### src/tbp_pkg.sv
// Package for the tagged buffer pool: status codes, widths, queue entry and FSM types.
// No dependencies.
`default_nettype none
package tbp_pkg;
	localparam int BUFFERS_DEF = 8;
	localparam int IDX_W       = 6;
	localparam int STAT_W      = 3;
	localparam int CNT_W       = 8;
	localparam int STAMP_W     = 32;

	typedef enum logic [STAT_W-1:0] {
		ST_HIT    = 3'd0,
		ST_NEW    = 3'd1,
		ST_NOFREE = 3'd2,
		ST_RANGE  = 3'd3,
		ST_OVER   = 3'd4,
		ST_FULL   = 3'd5
	} result_code_t;

	localparam logic OP_ACQ = 1'b0;
	localparam logic OP_REL = 1'b1;

	// request word as queued between front and back
	typedef struct packed {
		logic        op;
		logic [63:0] file_id;
		logic [31:0] attribute_id;
		logic [63:0] group_number;
		logic [7:0]  release_index;
	} req_t;

	typedef enum logic [1:0] {
		BK_IDLE,
		BK_SCAN,
		BK_DONE
	} bk_state_t;
endpackage
`default_nettype wire

### src/tbp_front.sv
// Front end of the tagged buffer pool: accepts request words into a two-entry queue.
// Depends on tbp_pkg.
`default_nettype none
module tbp_front (
	input  wire               clk,
	input  wire               arst_n,
	input  wire               in_valid,
	output logic              in_ready,
	input  wire tbp_pkg::req_t in_req,
	output logic              q_valid,
	input  wire               q_ready,
	output tbp_pkg::req_t     q_req
);
	import tbp_pkg::*;

	req_t     mem_q [2];
	logic     wr_ptr_q, rd_ptr_q;
	logic [1:0] cnt_q;
	logic     push, pop;

	assign in_ready = (cnt_q != 2'd2);
	assign q_valid  = (cnt_q != 2'd0);
	assign q_req    = mem_q[rd_ptr_q];
	assign push     = in_valid && in_ready;
	assign pop      = q_valid && q_ready;

	always_ff @(posedge clk) begin
		if (push) mem_q[wr_ptr_q] <= in_req;
	end

	always_ff @(posedge clk or negedge arst_n) begin
		if (!arst_n) begin
			wr_ptr_q <= 1'b0;
			rd_ptr_q <= 1'b0;
			cnt_q    <= 2'd0;
		end else begin
			if (push) wr_ptr_q <= ~wr_ptr_q;
			if (pop)  rd_ptr_q <= ~rd_ptr_q;
			cnt_q <= cnt_q + {1'b0, push} - {1'b0, pop};
		end
	end
endmodule
`default_nettype wire

### src/tbp_back.sv
// Back end of the tagged buffer pool: entry table, serial tag/victim scan, result register.
// Depends on tbp_pkg.
`default_nettype none
module tbp_back #(
	parameter int BUFFERS = tbp_pkg::BUFFERS_DEF
) (
	input  wire                          clk,
	input  wire                          arst_n,
	input  wire                          q_valid,
	output logic                         q_ready,
	input  wire tbp_pkg::req_t           q_req,
	output logic                         out_valid,
	input  wire                          out_ready,
	output logic [tbp_pkg::IDX_W-1:0]    out_index,
	output tbp_pkg::result_code_t        out_status,
	output logic                         out_fresh
);
	import tbp_pkg::*;

	localparam int EW = $clog2(BUFFERS);

	logic [BUFFERS-1:0] valid_q;
	logic [63:0]        tfile_q [BUFFERS];
	logic [31:0]        tattr_q [BUFFERS];
	logic [63:0]        tgrp_q  [BUFFERS];
	logic [CNT_W-1:0]   cnt_q   [BUFFERS];
	logic [STAMP_W-1:0] stamp_q [BUFFERS];
	logic [STAMP_W-1:0] clock_q;

	bk_state_t state_q, state_d;
	req_t      req_q;
	logic [EW-1:0] scan_q;
	logic      hit_q, found_q, inval_q;
	logic [EW-1:0] hit_e_q, pick_q;
	logic [STAMP_W-1:0] oldest_q;

	logic take, last, match, rel_ok;
	logic [EW-1:0] ridx;

	assign take   = (state_q == BK_IDLE) && q_valid;
	assign q_ready = (state_q == BK_IDLE);
	assign last   = ({{(32-EW){1'b0}}, scan_q} == BUFFERS - 1);
	assign match  = valid_q[scan_q] && tfile_q[scan_q] == req_q.file_id &&
		tattr_q[scan_q] == req_q.attribute_id && tgrp_q[scan_q] == req_q.group_number;
	assign rel_ok = ({24'd0, q_req.release_index} < BUFFERS);
	assign ridx   = q_req.release_index[EW-1:0];

	// victim choice including the last scanned entry
	function automatic logic [EW-1:0] vpick();
		if (found_q && inval_q) return pick_q;
		if (!valid_q[scan_q]) return scan_q;
		if (cnt_q[scan_q] == '0 && (!found_q || stamp_q[scan_q] < oldest_q)) return scan_q;
		return pick_q;
	endfunction

	always_comb begin
		state_d = state_q;
		case (state_q)
			BK_IDLE: if (q_valid && q_req.op == OP_ACQ) state_d = BK_SCAN;
				else if (q_valid) state_d = BK_DONE;
			BK_SCAN: if (last) state_d = BK_DONE;
			BK_DONE: if (out_ready) state_d = BK_IDLE;
			default: state_d = BK_IDLE;
		endcase
	end

	assign out_valid = (state_q == BK_DONE);

	always_ff @(posedge clk or negedge arst_n) begin
		if (!arst_n) begin
			state_q <= BK_IDLE;
			valid_q <= '0;
			clock_q <= '0;
			for (int i = 0; i < BUFFERS; i++) begin
				cnt_q[i]   <= '0;
				stamp_q[i] <= '0;
			end
		end else begin
			state_q <= state_d;
			if (take && q_req.op == OP_REL && rel_ok && cnt_q[ridx] != '0)
				cnt_q[ridx] <= cnt_q[ridx] - 8'd1;
			if (state_q == BK_SCAN && last) begin
				if (hit_q || match) begin
					if (cnt_q[hit_q ? hit_e_q : scan_q] != '1) begin
						cnt_q[hit_q ? hit_e_q : scan_q]   <= cnt_q[hit_q ? hit_e_q : scan_q] + 8'd1;
						stamp_q[hit_q ? hit_e_q : scan_q] <= clock_q;
						clock_q <= clock_q + 32'd1;
					end
				end else if (found_q || !valid_q[scan_q] ||
					cnt_q[scan_q] == '0) begin
					valid_q[vpick()] <= 1'b1;
					cnt_q[vpick()]   <= 8'd1;
					stamp_q[vpick()] <= clock_q;
					clock_q <= clock_q + 32'd1;
				end
			end
		end
	end

	always_ff @(posedge clk) begin
		if (take) begin
			req_q   <= q_req;
			scan_q  <= '0;
			hit_q   <= 1'b0;
			found_q <= 1'b0;
			inval_q <= 1'b0;
			out_fresh <= 1'b0;
			out_index <= q_req.release_index[IDX_W-1:0];
			if (!rel_ok) out_status <= ST_RANGE;
			else if (cnt_q[ridx] == '0) out_status <= ST_OVER;
			else out_status <= ST_HIT;
		end
		if (state_q == BK_SCAN) begin
			scan_q <= scan_q + EW'(1);
			if (!hit_q && match) begin
				hit_q <= 1'b1;
				hit_e_q <= scan_q;
			end
			if (!inval_q) begin
				if (!valid_q[scan_q]) begin
					inval_q <= 1'b1;
					found_q <= 1'b1;
					pick_q  <= scan_q;
				end else if (cnt_q[scan_q] == '0 && (!found_q || stamp_q[scan_q] < oldest_q)) begin
					found_q  <= 1'b1;
					pick_q   <= scan_q;
					oldest_q <= stamp_q[scan_q];
				end
			end
			if (last) begin
				out_fresh <= 1'b0;
				if (hit_q || match) begin
					out_index <= IDX_W'(hit_q ? hit_e_q : scan_q);
					out_status <= (cnt_q[hit_q ? hit_e_q : scan_q] == '1) ? ST_FULL : ST_HIT;
				end else if (found_q || !valid_q[scan_q] || cnt_q[scan_q] == '0) begin
					out_index  <= IDX_W'(vpick());
					out_status <= ST_NEW;
					out_fresh  <= 1'b1;
					tfile_q[vpick()] <= req_q.file_id;
					tattr_q[vpick()] <= req_q.attribute_id;
					tgrp_q[vpick()]  <= req_q.group_number;
				end else begin
					out_index  <= '0;
					out_status <= ST_NOFREE;
				end
			end
		end
	end
endmodule
`default_nettype wire

### src/tagged_buffer_pool_lru.sv
// Tagged buffer pool with LRU replacement, reference-counted entries.
// Acquire: a serial scan from accept to result (one entry compared per scan cycle).
// Release: answered without a scan. One request in the back end at a time; the two-word input
// queue keeps accepting while a result waits. Reset (arst_n low, async) clears
// valid bits, holder counts, stamps and the use clock; tags are left unset.
`default_nettype none
module tagged_buffer_pool_lru #(
	parameter int BUFFERS = tbp_pkg::BUFFERS_DEF
) (
	input  wire          clk,
	input  wire          arst_n,
	input  wire          s_tvalid,
	output logic         s_tready,
	input  wire  [167:0] s_tdata,  // file_id[63:0], attribute_id[95:64], group_number[159:96], release_index[167:160]
	input  wire          s_tuser,  // op
	output logic         m_tvalid,
	input  wire          m_tready,
	output logic [15:0]  m_tdata,  // entry_index[5:0], status[8:6], fresh[9], zero fill
	output logic [1:0]   m_tuser   // unused fill, always zero
);
	import tbp_pkg::*;

	req_t   in_req, q_req;
	logic   q_valid, q_ready;
	logic [IDX_W-1:0] idx;
	result_code_t st;
	logic fr;

	assign in_req.op            = s_tuser;
	assign in_req.file_id       = s_tdata[63:0];
	assign in_req.attribute_id  = s_tdata[95:64];
	assign in_req.group_number  = s_tdata[159:96];
	assign in_req.release_index = s_tdata[167:160];

	tbp_front u_front (
		.clk(clk), .arst_n(arst_n),
		.in_valid(s_tvalid), .in_ready(s_tready), .in_req(in_req),
		.q_valid(q_valid), .q_ready(q_ready), .q_req(q_req)
	);

	tbp_back #(.BUFFERS(BUFFERS)) u_back (
		.clk(clk), .arst_n(arst_n),
		.q_valid(q_valid), .q_ready(q_ready), .q_req(q_req),
		.out_valid(m_tvalid), .out_ready(m_tready),
		.out_index(idx), .out_status(st), .out_fresh(fr)
	);

	assign m_tdata = {6'd0, fr, st, idx};
	assign m_tuser = 2'd0;

`ifndef SYNTHESIS
	// fresh only comes with a newly assigned entry
	a_fresh: assert property (@(posedge clk) disable iff (!arst_n)
		m_tvalid && m_tdata[9] |-> m_tdata[8:6] == ST_NEW)
		else $error("fresh without new status");
	// a pending result holds while stalled
	a_hold: assert property (@(posedge clk) disable iff (!arst_n)
		m_tvalid && !m_tready |=> m_tvalid && $stable(m_tdata))
		else $error("result changed while stalled");
`endif
endmodule
`default_nettype wire
### config.mk
export PLATFORM = sky130hd
export DESIGN_NAME = tagged_buffer_pool_lru
export DESIGN_NICKNAME = d
export VERILOG_FILES = /design/src/tbp_pkg.sv /design/src/tbp_front.sv /design/src/tbp_back.sv /design/src/tagged_buffer_pool_lru.sv
export SDC_FILE = /design/constraint.sdc
export NUM_CORES = 2
export LEC_CHECK = 0
export BUFFER_PORTS_ARGS = -buffer_cell sky130_fd_sc_hd__buf_2
export CAP_MARGIN = 20
export CELL_PAD_IN_SITES_DETAIL_PLACEMENT = 1
export CELL_PAD_IN_SITES_GLOBAL_PLACEMENT = 1
export CORE_ASPECT_RATIO = 2
export CORE_MARGIN = 10
export CORE_UTILIZATION = 40
export DETAILED_ROUTE_END_ITERATION = 10
export PLACE_DENSITY_LB_ADDON = 0.12
export REMOVE_ABC_BUFFERS = 1
export SLEW_MARGIN = 20
export SYNTH_ARGS = -nofsm -noshare
export SYNTH_HDL_FRONTEND = slang
export SYNTH_SLANG_ARGS = --single-unit
export TNS_END_PERCENT = 50
### constraint.sdc
create_clock -name clk -period 19.6 [get_ports clk]
set_input_delay 0.98 -clock clk [delete_from_list [all_inputs] [get_ports clk]]
set_output_delay 0.98 -clock clk [all_outputs]
set_load 0.1 [all_outputs]
======== Word level (Yosys, flattened, before mapping) ========
Memories as Yosys holds them, arrays and structs flattened. A register that Yosys moved wholly into a read port is not among the register bits.
Cells that the tools add are included.
word-level totals
  bits in writable memories ............... 1618
  output and inout bits ................... 20
  register bits ........................... 580
  input port bits ......................... 173
  word-level logic and storage cells ...... 255
  memories ................................ 4
operators by class
  bitwise logic cells ..................... 13
  equality and inequality tests ........... 14
  muxes and demuxes ....................... 134
  $lt $le $gt $ge ......................... 12
  reduce and logical (&&, ||, !) cells .... 37
  $add $sub $neg .......................... 6
memories
  name            words  width  read ports  clocked after Yosys merged registers in  wr ports  line             RTL
  u_back.tfile_q  8      64     1           1                                        1         tbp_back.sv:23   logic [63:0] tfile_q [BUFFERS];
  u_back.tgrp_q   8      64     1           1                                        1         tbp_back.sv:25   logic [63:0] tgrp_q [BUFFERS];
  u_front.mem_q   2      169    1           0                                        1         tbp_front.sv:16  req_t mem_q [2];
  u_back.tattr_q  8      32     1           1                                        1         tbp_back.sv:24   logic [31:0] tattr_q [BUFFERS];
operators by type and width
  operator               number
  $mux 256               3
  $bwmux 256             2
  $mux 64                5
  $mux 32                7
  $demux 32 s3           2
  $bwmux 64              2
  $eq 64x64->1           2
  $mux 3                 33
  $bmux 32 s3            1
  $bmux 8 s3             3
  $demux 8 s3            3
  $mux 8                 9
  $and 56x56->56         1
  $not 56->56            1
  $mux 1                 52
  $add 32x1->32 const B  1
  $eq 32x32->1           1
  $lt 32x32->1           1
  $mux 6                 4
  $logic_and 1x1->1      17
  $ge 4x4->1 const B     4
  $logic_not 8->1        2
  $not 3->4              4
  $or 8x8->8             2
  other kinds (30)       54

======== Logic depth before layout (Yosys ltp) ========
  word-level depth ........................ 34
  mapped depth ............................ 21
  depth with buffers taken out ............ 14

======== Hierarchy ========
A second synthesis with hierarchy kept.
second synthesis, totals
  cells, all modules ...................... 4610
  area total of the unflattened synthesis .. 88920.3 sq um
modules (own cells, without submodules)
  module                  area each (sq um)  cells each  sequential area each (sq um)  instances
  tbp_back                76054.2            4057        53851.6                       1
  tbp_front               12794.8            543         10249.8                       1
  tagged_buffer_pool_lru  71.3               10          0.0                           1

======== Least setup slack after synthesis ========
No wires, ideal clock.
  kind .................................... register -> register
  start point ............................. register u_back.scan_q[0]
  end point ............................... register u_back.valid_q[7]
  cell stages (with the launch flop) ...... 18
  required time ........................... 19465 ps
  path slack .............................. 3146 ps
  arrival time ............................ 16319 ps
  clock period less this slack ............ 16454 ps
  path through ............................ edfxtp_1 -> buf_2 -> buf_2 -> buf_1 -> buf_1 -> mux4_2 -> mux2_2 -> ha_1 -> nand3_1 -> or3_1 -> nor4_1 -> a21oi_1 -> a41o_1 -> clkbuf_1 -> mux2i_1 -> nand3b_1 -> nor3_1 -> or2_2
between the ends
  longest elaborated chain between the ends .. 24
  elaborated cells between the ends (all ways) .. 49
  classes of those cells .................. 3 x order compare; 1 x eq/ne; 29 x mux; 3 x bitwise; 13 x reduce/logical
RTL lines
  what                                                            line                            RTL
  start: declaration                                              tbp_back.sv:32                  logic [EW-1:0] scan_q;
  start signal: assignment                                        tbp_back.sv:114                 scan_q <= scan_q + EW'(1);
  $not 3->4 (not written as such)                                 tbp_back.sv:52, tbp_back.sv:90
  $bmux 32 s3                                                     tbp_back.sv:52                  if (cnt_q[scan_q] == '0 && (!found_q || stamp_q[scan_q] < oldest_q)) return scan_q;
  $mux 32 (not written as such) (2 in series)                     tbp_back.sv:52
  $lt 32x32->1                                                    tbp_back.sv:52
  $logic_or 1x1->1                                                tbp_back.sv:52
  $logic_and 1x1->1                                               tbp_back.sv:52
  $mux 1 (2 in series)                                            tbp_back.sv:52
  $mux 1                                                          tbp_back.sv:51                  if (!valid_q[scan_q]) return scan_q;
  [6 not listed]                                                  n/a
  $mux 3                                                          tbp_back.sv:89                  end else if (found_q || !valid_q[scan_q] ||
  $mux 3                                                          tbp_back.sv:83                  if (hit_q || match) begin
  $mux 3                                                          tbp_back.sv:82                  if (state_q == BK_SCAN && last) begin
  $lt 3x4->1 (not written as such) or $ge 3x1->1 (tied branches)  tbp_back.sv:91                  valid_q[vpick()] <= 1'b1;
  $logic_and 1x1->1 (not written as such)                         tbp_back.sv:91
  $mux 1 (not written as such)                                    tbp_back.sv:91
  $demux 1 s3                                                     n/a
  $or 8x8->8 (no source line)                                     n/a
  end signal: assignment                                          tbp_back.sv:72                  valid_q <= '0;
  end signal: indexed assignment                                  tbp_back.sv:91
  end: declaration                                                tbp_back.sv:22                  logic [BUFFERS-1:0] valid_q;
Several ways; a longest one is shown, not always the timed one. The select of a mux whose other input is x is not followed.
A chain may end at the register's enable or synchronous reset.

==> results.json <==
{
  "max_freq_mhz": 113,
  "post_cts_hold_buffer_count": 0,
  "number_of_global_route_vias_before_repair": 51200,
  "synthTopCellsByArea": "edfxtp_1 (61%), dfrtp_1 (10%), mux4_2 (6.7%)",
  "netlist_instances": 4934,
  "tritoncts": "yes",
  "port_buffers": 184,
  "antenna_violating_nets_post_route": 0,
  "detailedRoute.firstPassIterationCount": 7,
  "p_per_area_nw_per_um2": 141,
  "finalMaxSlewViolations": 0,
  "worstSetupEndpointType": "flip-flop",
  "grt_first_pass_wirelength_um": 355000,
  "global_route_usage_over_all_layers_pct": 19.6,
  "ys_seq_area_share_pct": 71.8,
  "synth-edff-count": 1819,
  "max-cap-violations": 0,
  "worstSetupPathType": "flip-flop to flip-flop",
  "finalSetupViolations": 0,
  "viasPerCell": 5.58,
  "cts.repair.resized": 0,
  "clock_insertion_delay_worst_skew_ns": 0.88,
  "cts_htree_levels": 4,
  "gpl.final_weighted_congestion": 0.898,
  "synth_largest_area_cell": "edfxtp_1",
  "die_h_um": 688,
  "start_util_pct": 40.1,
  "dp_hpwl_um": 146000,
  "syn_to_final_growth_pct": 12.1,
  "synth_flop_cell": "edfxtp_1",
  "total_power_mw": 14.1,
  "cts_sinks": 2201,
  "period_minus_slack_ns": 8.82,
  "most_used_standard_cell_by_instance_count_after_synthesis": "edfxtp_1",
  "synthDistinctLibCells": 88,
  "ioPinCount": 193,
  "via_count": 46200,
  "worst_setup_path_start_kind": "flip-flop",
  "peakVddDrop_mv": 0.160,
  "sum_of_routed_wire_length_over_all_layers_um": 241000,
  "skew_ns": 0.0554,
  "placeableCoreArea_um2": 223000,
  "yosys.area_share.simple_pct": 3.30,
  "final.period_utilization_pct": 45.0,
  "synth_compound_gate_area_share_pct": 4.45,
  "timing_hold_violations_final": 0,
  "worstPathRequired_ns": 20.08,
  "wl_per_cell_um": 29.1,
  "yosys.area_share.xor_xnor_pct": 1.25,
  "async_reset_ff_share_pct": 16.6,
  "clock_path_buffers": 4,
  "timing.hold.worst.class": "input pin to asynchronous set/reset pin",
  "synth-seq-cells": 2201,
  "p_leak_nw": 35.1,
  "timing_worst_slew_pin_value_ns": 1.18,
  "postCtsSetupRepairBufs": 0,
  "layout.nets": 5372,
  "placementRows": 245,
  "drt_drc_violations_left": 0,
  "yosys_warnings": 0,
  "status": "finished, final reports clean",
  "grt_antenna_before_repair": 14,
  "synthTopCellsByCount": "edfxtp_1 (1819), dfrtp_1 (366), mux2_2 (349), mux2i_1 (333), mux4_2 (267)",
  "dieWidth_um": 354,
  "combinational_family_with_the_most_area_after_synthesis": "multiplexers",
  "accumulated_negative_setup_slack_ns": 0,
  "floorplan.die_area_um2": 244000,
  "synth_mux_area_share_pct": 16.8,
  "largest_net_degree_at_the_start_of_global_routing": 123,
  "clock-root-buffer": "clkbuf_16",
  "synth_adder_area_share_pct": 0.546,
  "layout-drive-gt1-share_pct": 24.2,
  "numCtsBuffers": 206,
  "synthesis.area_per_instance_um2": 18.1,
  "grt_overflow": 0,
  "postLayoutSetupSlackWorst_ns": 10.78,
  "rsz0062_at_grt": "false",
  "timing.critical_path.arrival_ns": 9.31,
  "netlist.area_leader.share_pct": 61.2,
  "slew_headroom_pct": 20.7,
  "worst_setup_hold_path_clk_slew_ns": 0.07,
  "detail_route.iter0.violations": 3023,
  "netlist_area_um2": 89300,
  "timing.critical_path.fanout_max": 53,
  "filler_cell_count": 21100,
  "dpl_worst_slack_ns": 10.39
}
## area by class of cell
class / count / area [um^2] / area share [%]
flip-flops and latches: 2201 / 64100 / 64.1
clock buffers: 249 / 5410 / 5.40
inverters: 60 / 245 / 0.245
well taps: 2964 / 3710 / 3.71
diodes: 7 / 17.5 / 0.0175
clock inverters: 118 / 1010 / 1.01
repair buffers: 286 / 1830 / 1.83
multi-input cells: 2405 / 23700 / 23.7
## placed cells by master, fill, tap and decap left out, types with 114 or more instances in the layout
master / count
clkbuf_16: 208
nor2_1: 114
mux2_2: 349
edfxtp_1: 1819
o2bb2ai_1: 118
nand2_1: 173
mux2i_1: 330
dfrtp_1: 365
mux4_2: 267
buf_2: 183
## flip-flops by register name, indices dropped and copies added (netlist names), 3 cells and up, named ones only
name / flops
u_back.tfile_q: 512
u_back.tgrp_q: 512
u_front.mem_q: 338
u_back.stamp_q: 256
u_back.tattr_q: 256
u_back.req_q: 160
u_back.cnt_q: 64
u_back.clock_q: 32
u_back.oldest_q: 32
u_back.valid_q: 8
u_back.out_index: 6
u_back.hit_e_q: 3
u_back.out_status: 3
u_back.pick_q: 3
u_back.scan_q: 3
## logic make-up (layout without fill, tap and decap cells)
logic type,count (synthesis),after routing
AOI/OAI and AO/OA,549,549
xor gates and xnor gates,127,127
adders and majority gates,39,39
buffers and inverters,335,713
DFF,2201,2201
muxes,1094,1094
other,1,15
and+or+nand+nor,588,588
## power by group
group          internal, mW  total, mW  switching, mW  leakage (nW)
clock                  2.16       3.92           1.76          3.15
sequential             6.03       6.65          0.621          21.8
combinational          1.29       3.55           2.26          10.1
total                  9.48       14.1           4.64          35.1
## worst paths after layout
kind	to	slack, ns	depth (start not counted)
worst min-delay path	u_back.cnt_q[46]	0.15	1
worst max-delay path	u_back.tgrp_q[3][62]	10.78	14
worst max register to register	u_back.tgrp_q[3][62]	10.78	14
min in group clk	u_front.mem_q[1][139]	0.29	1
max in group asynchronous	u_back.stamp_q[104]	16.07	4
worst min register to register	u_back.valid_q[6]	0.47	1
## metal layers
layer	vias up	routed length (um)	global-route usage (%)
met5	-	0	0
met1	24800	93000	22.9
met2	895	133000	37.0
li1	20100	-	-
met4	0	7800	6.35
met3	373	7840	2.14
## critical path: stages (launching register included)
cell	delay, ns
dfxtp_4	0.74
buf_4	0.55
buf_4	0.72
buf_4	0.74
mux4_2	0.42
mux2_2	0.29
o211ai_1	0.70
nor4_1	0.15
nor4b_1	0.22
nand4_1	0.35
o21a_2	0.25
buf_4	0.58
and3_4	0.78
buf_4	0.83
buf_4	0.78
## through the flow
stage	cells	area (um^2)	hold WS [ns]	utilization [%]
global placement	7915	93600	0.448	42.1
floorplan	4666	87900	0.429	-
CTS	8282	100000	0.154	44.9
finish	8290	100000	0.151	45.0
detailed placement	7915	93600	0.450	42.1
global route	8284	100000	0.192	45.0
Note: power is estimated with default switching activity, not from simulation.
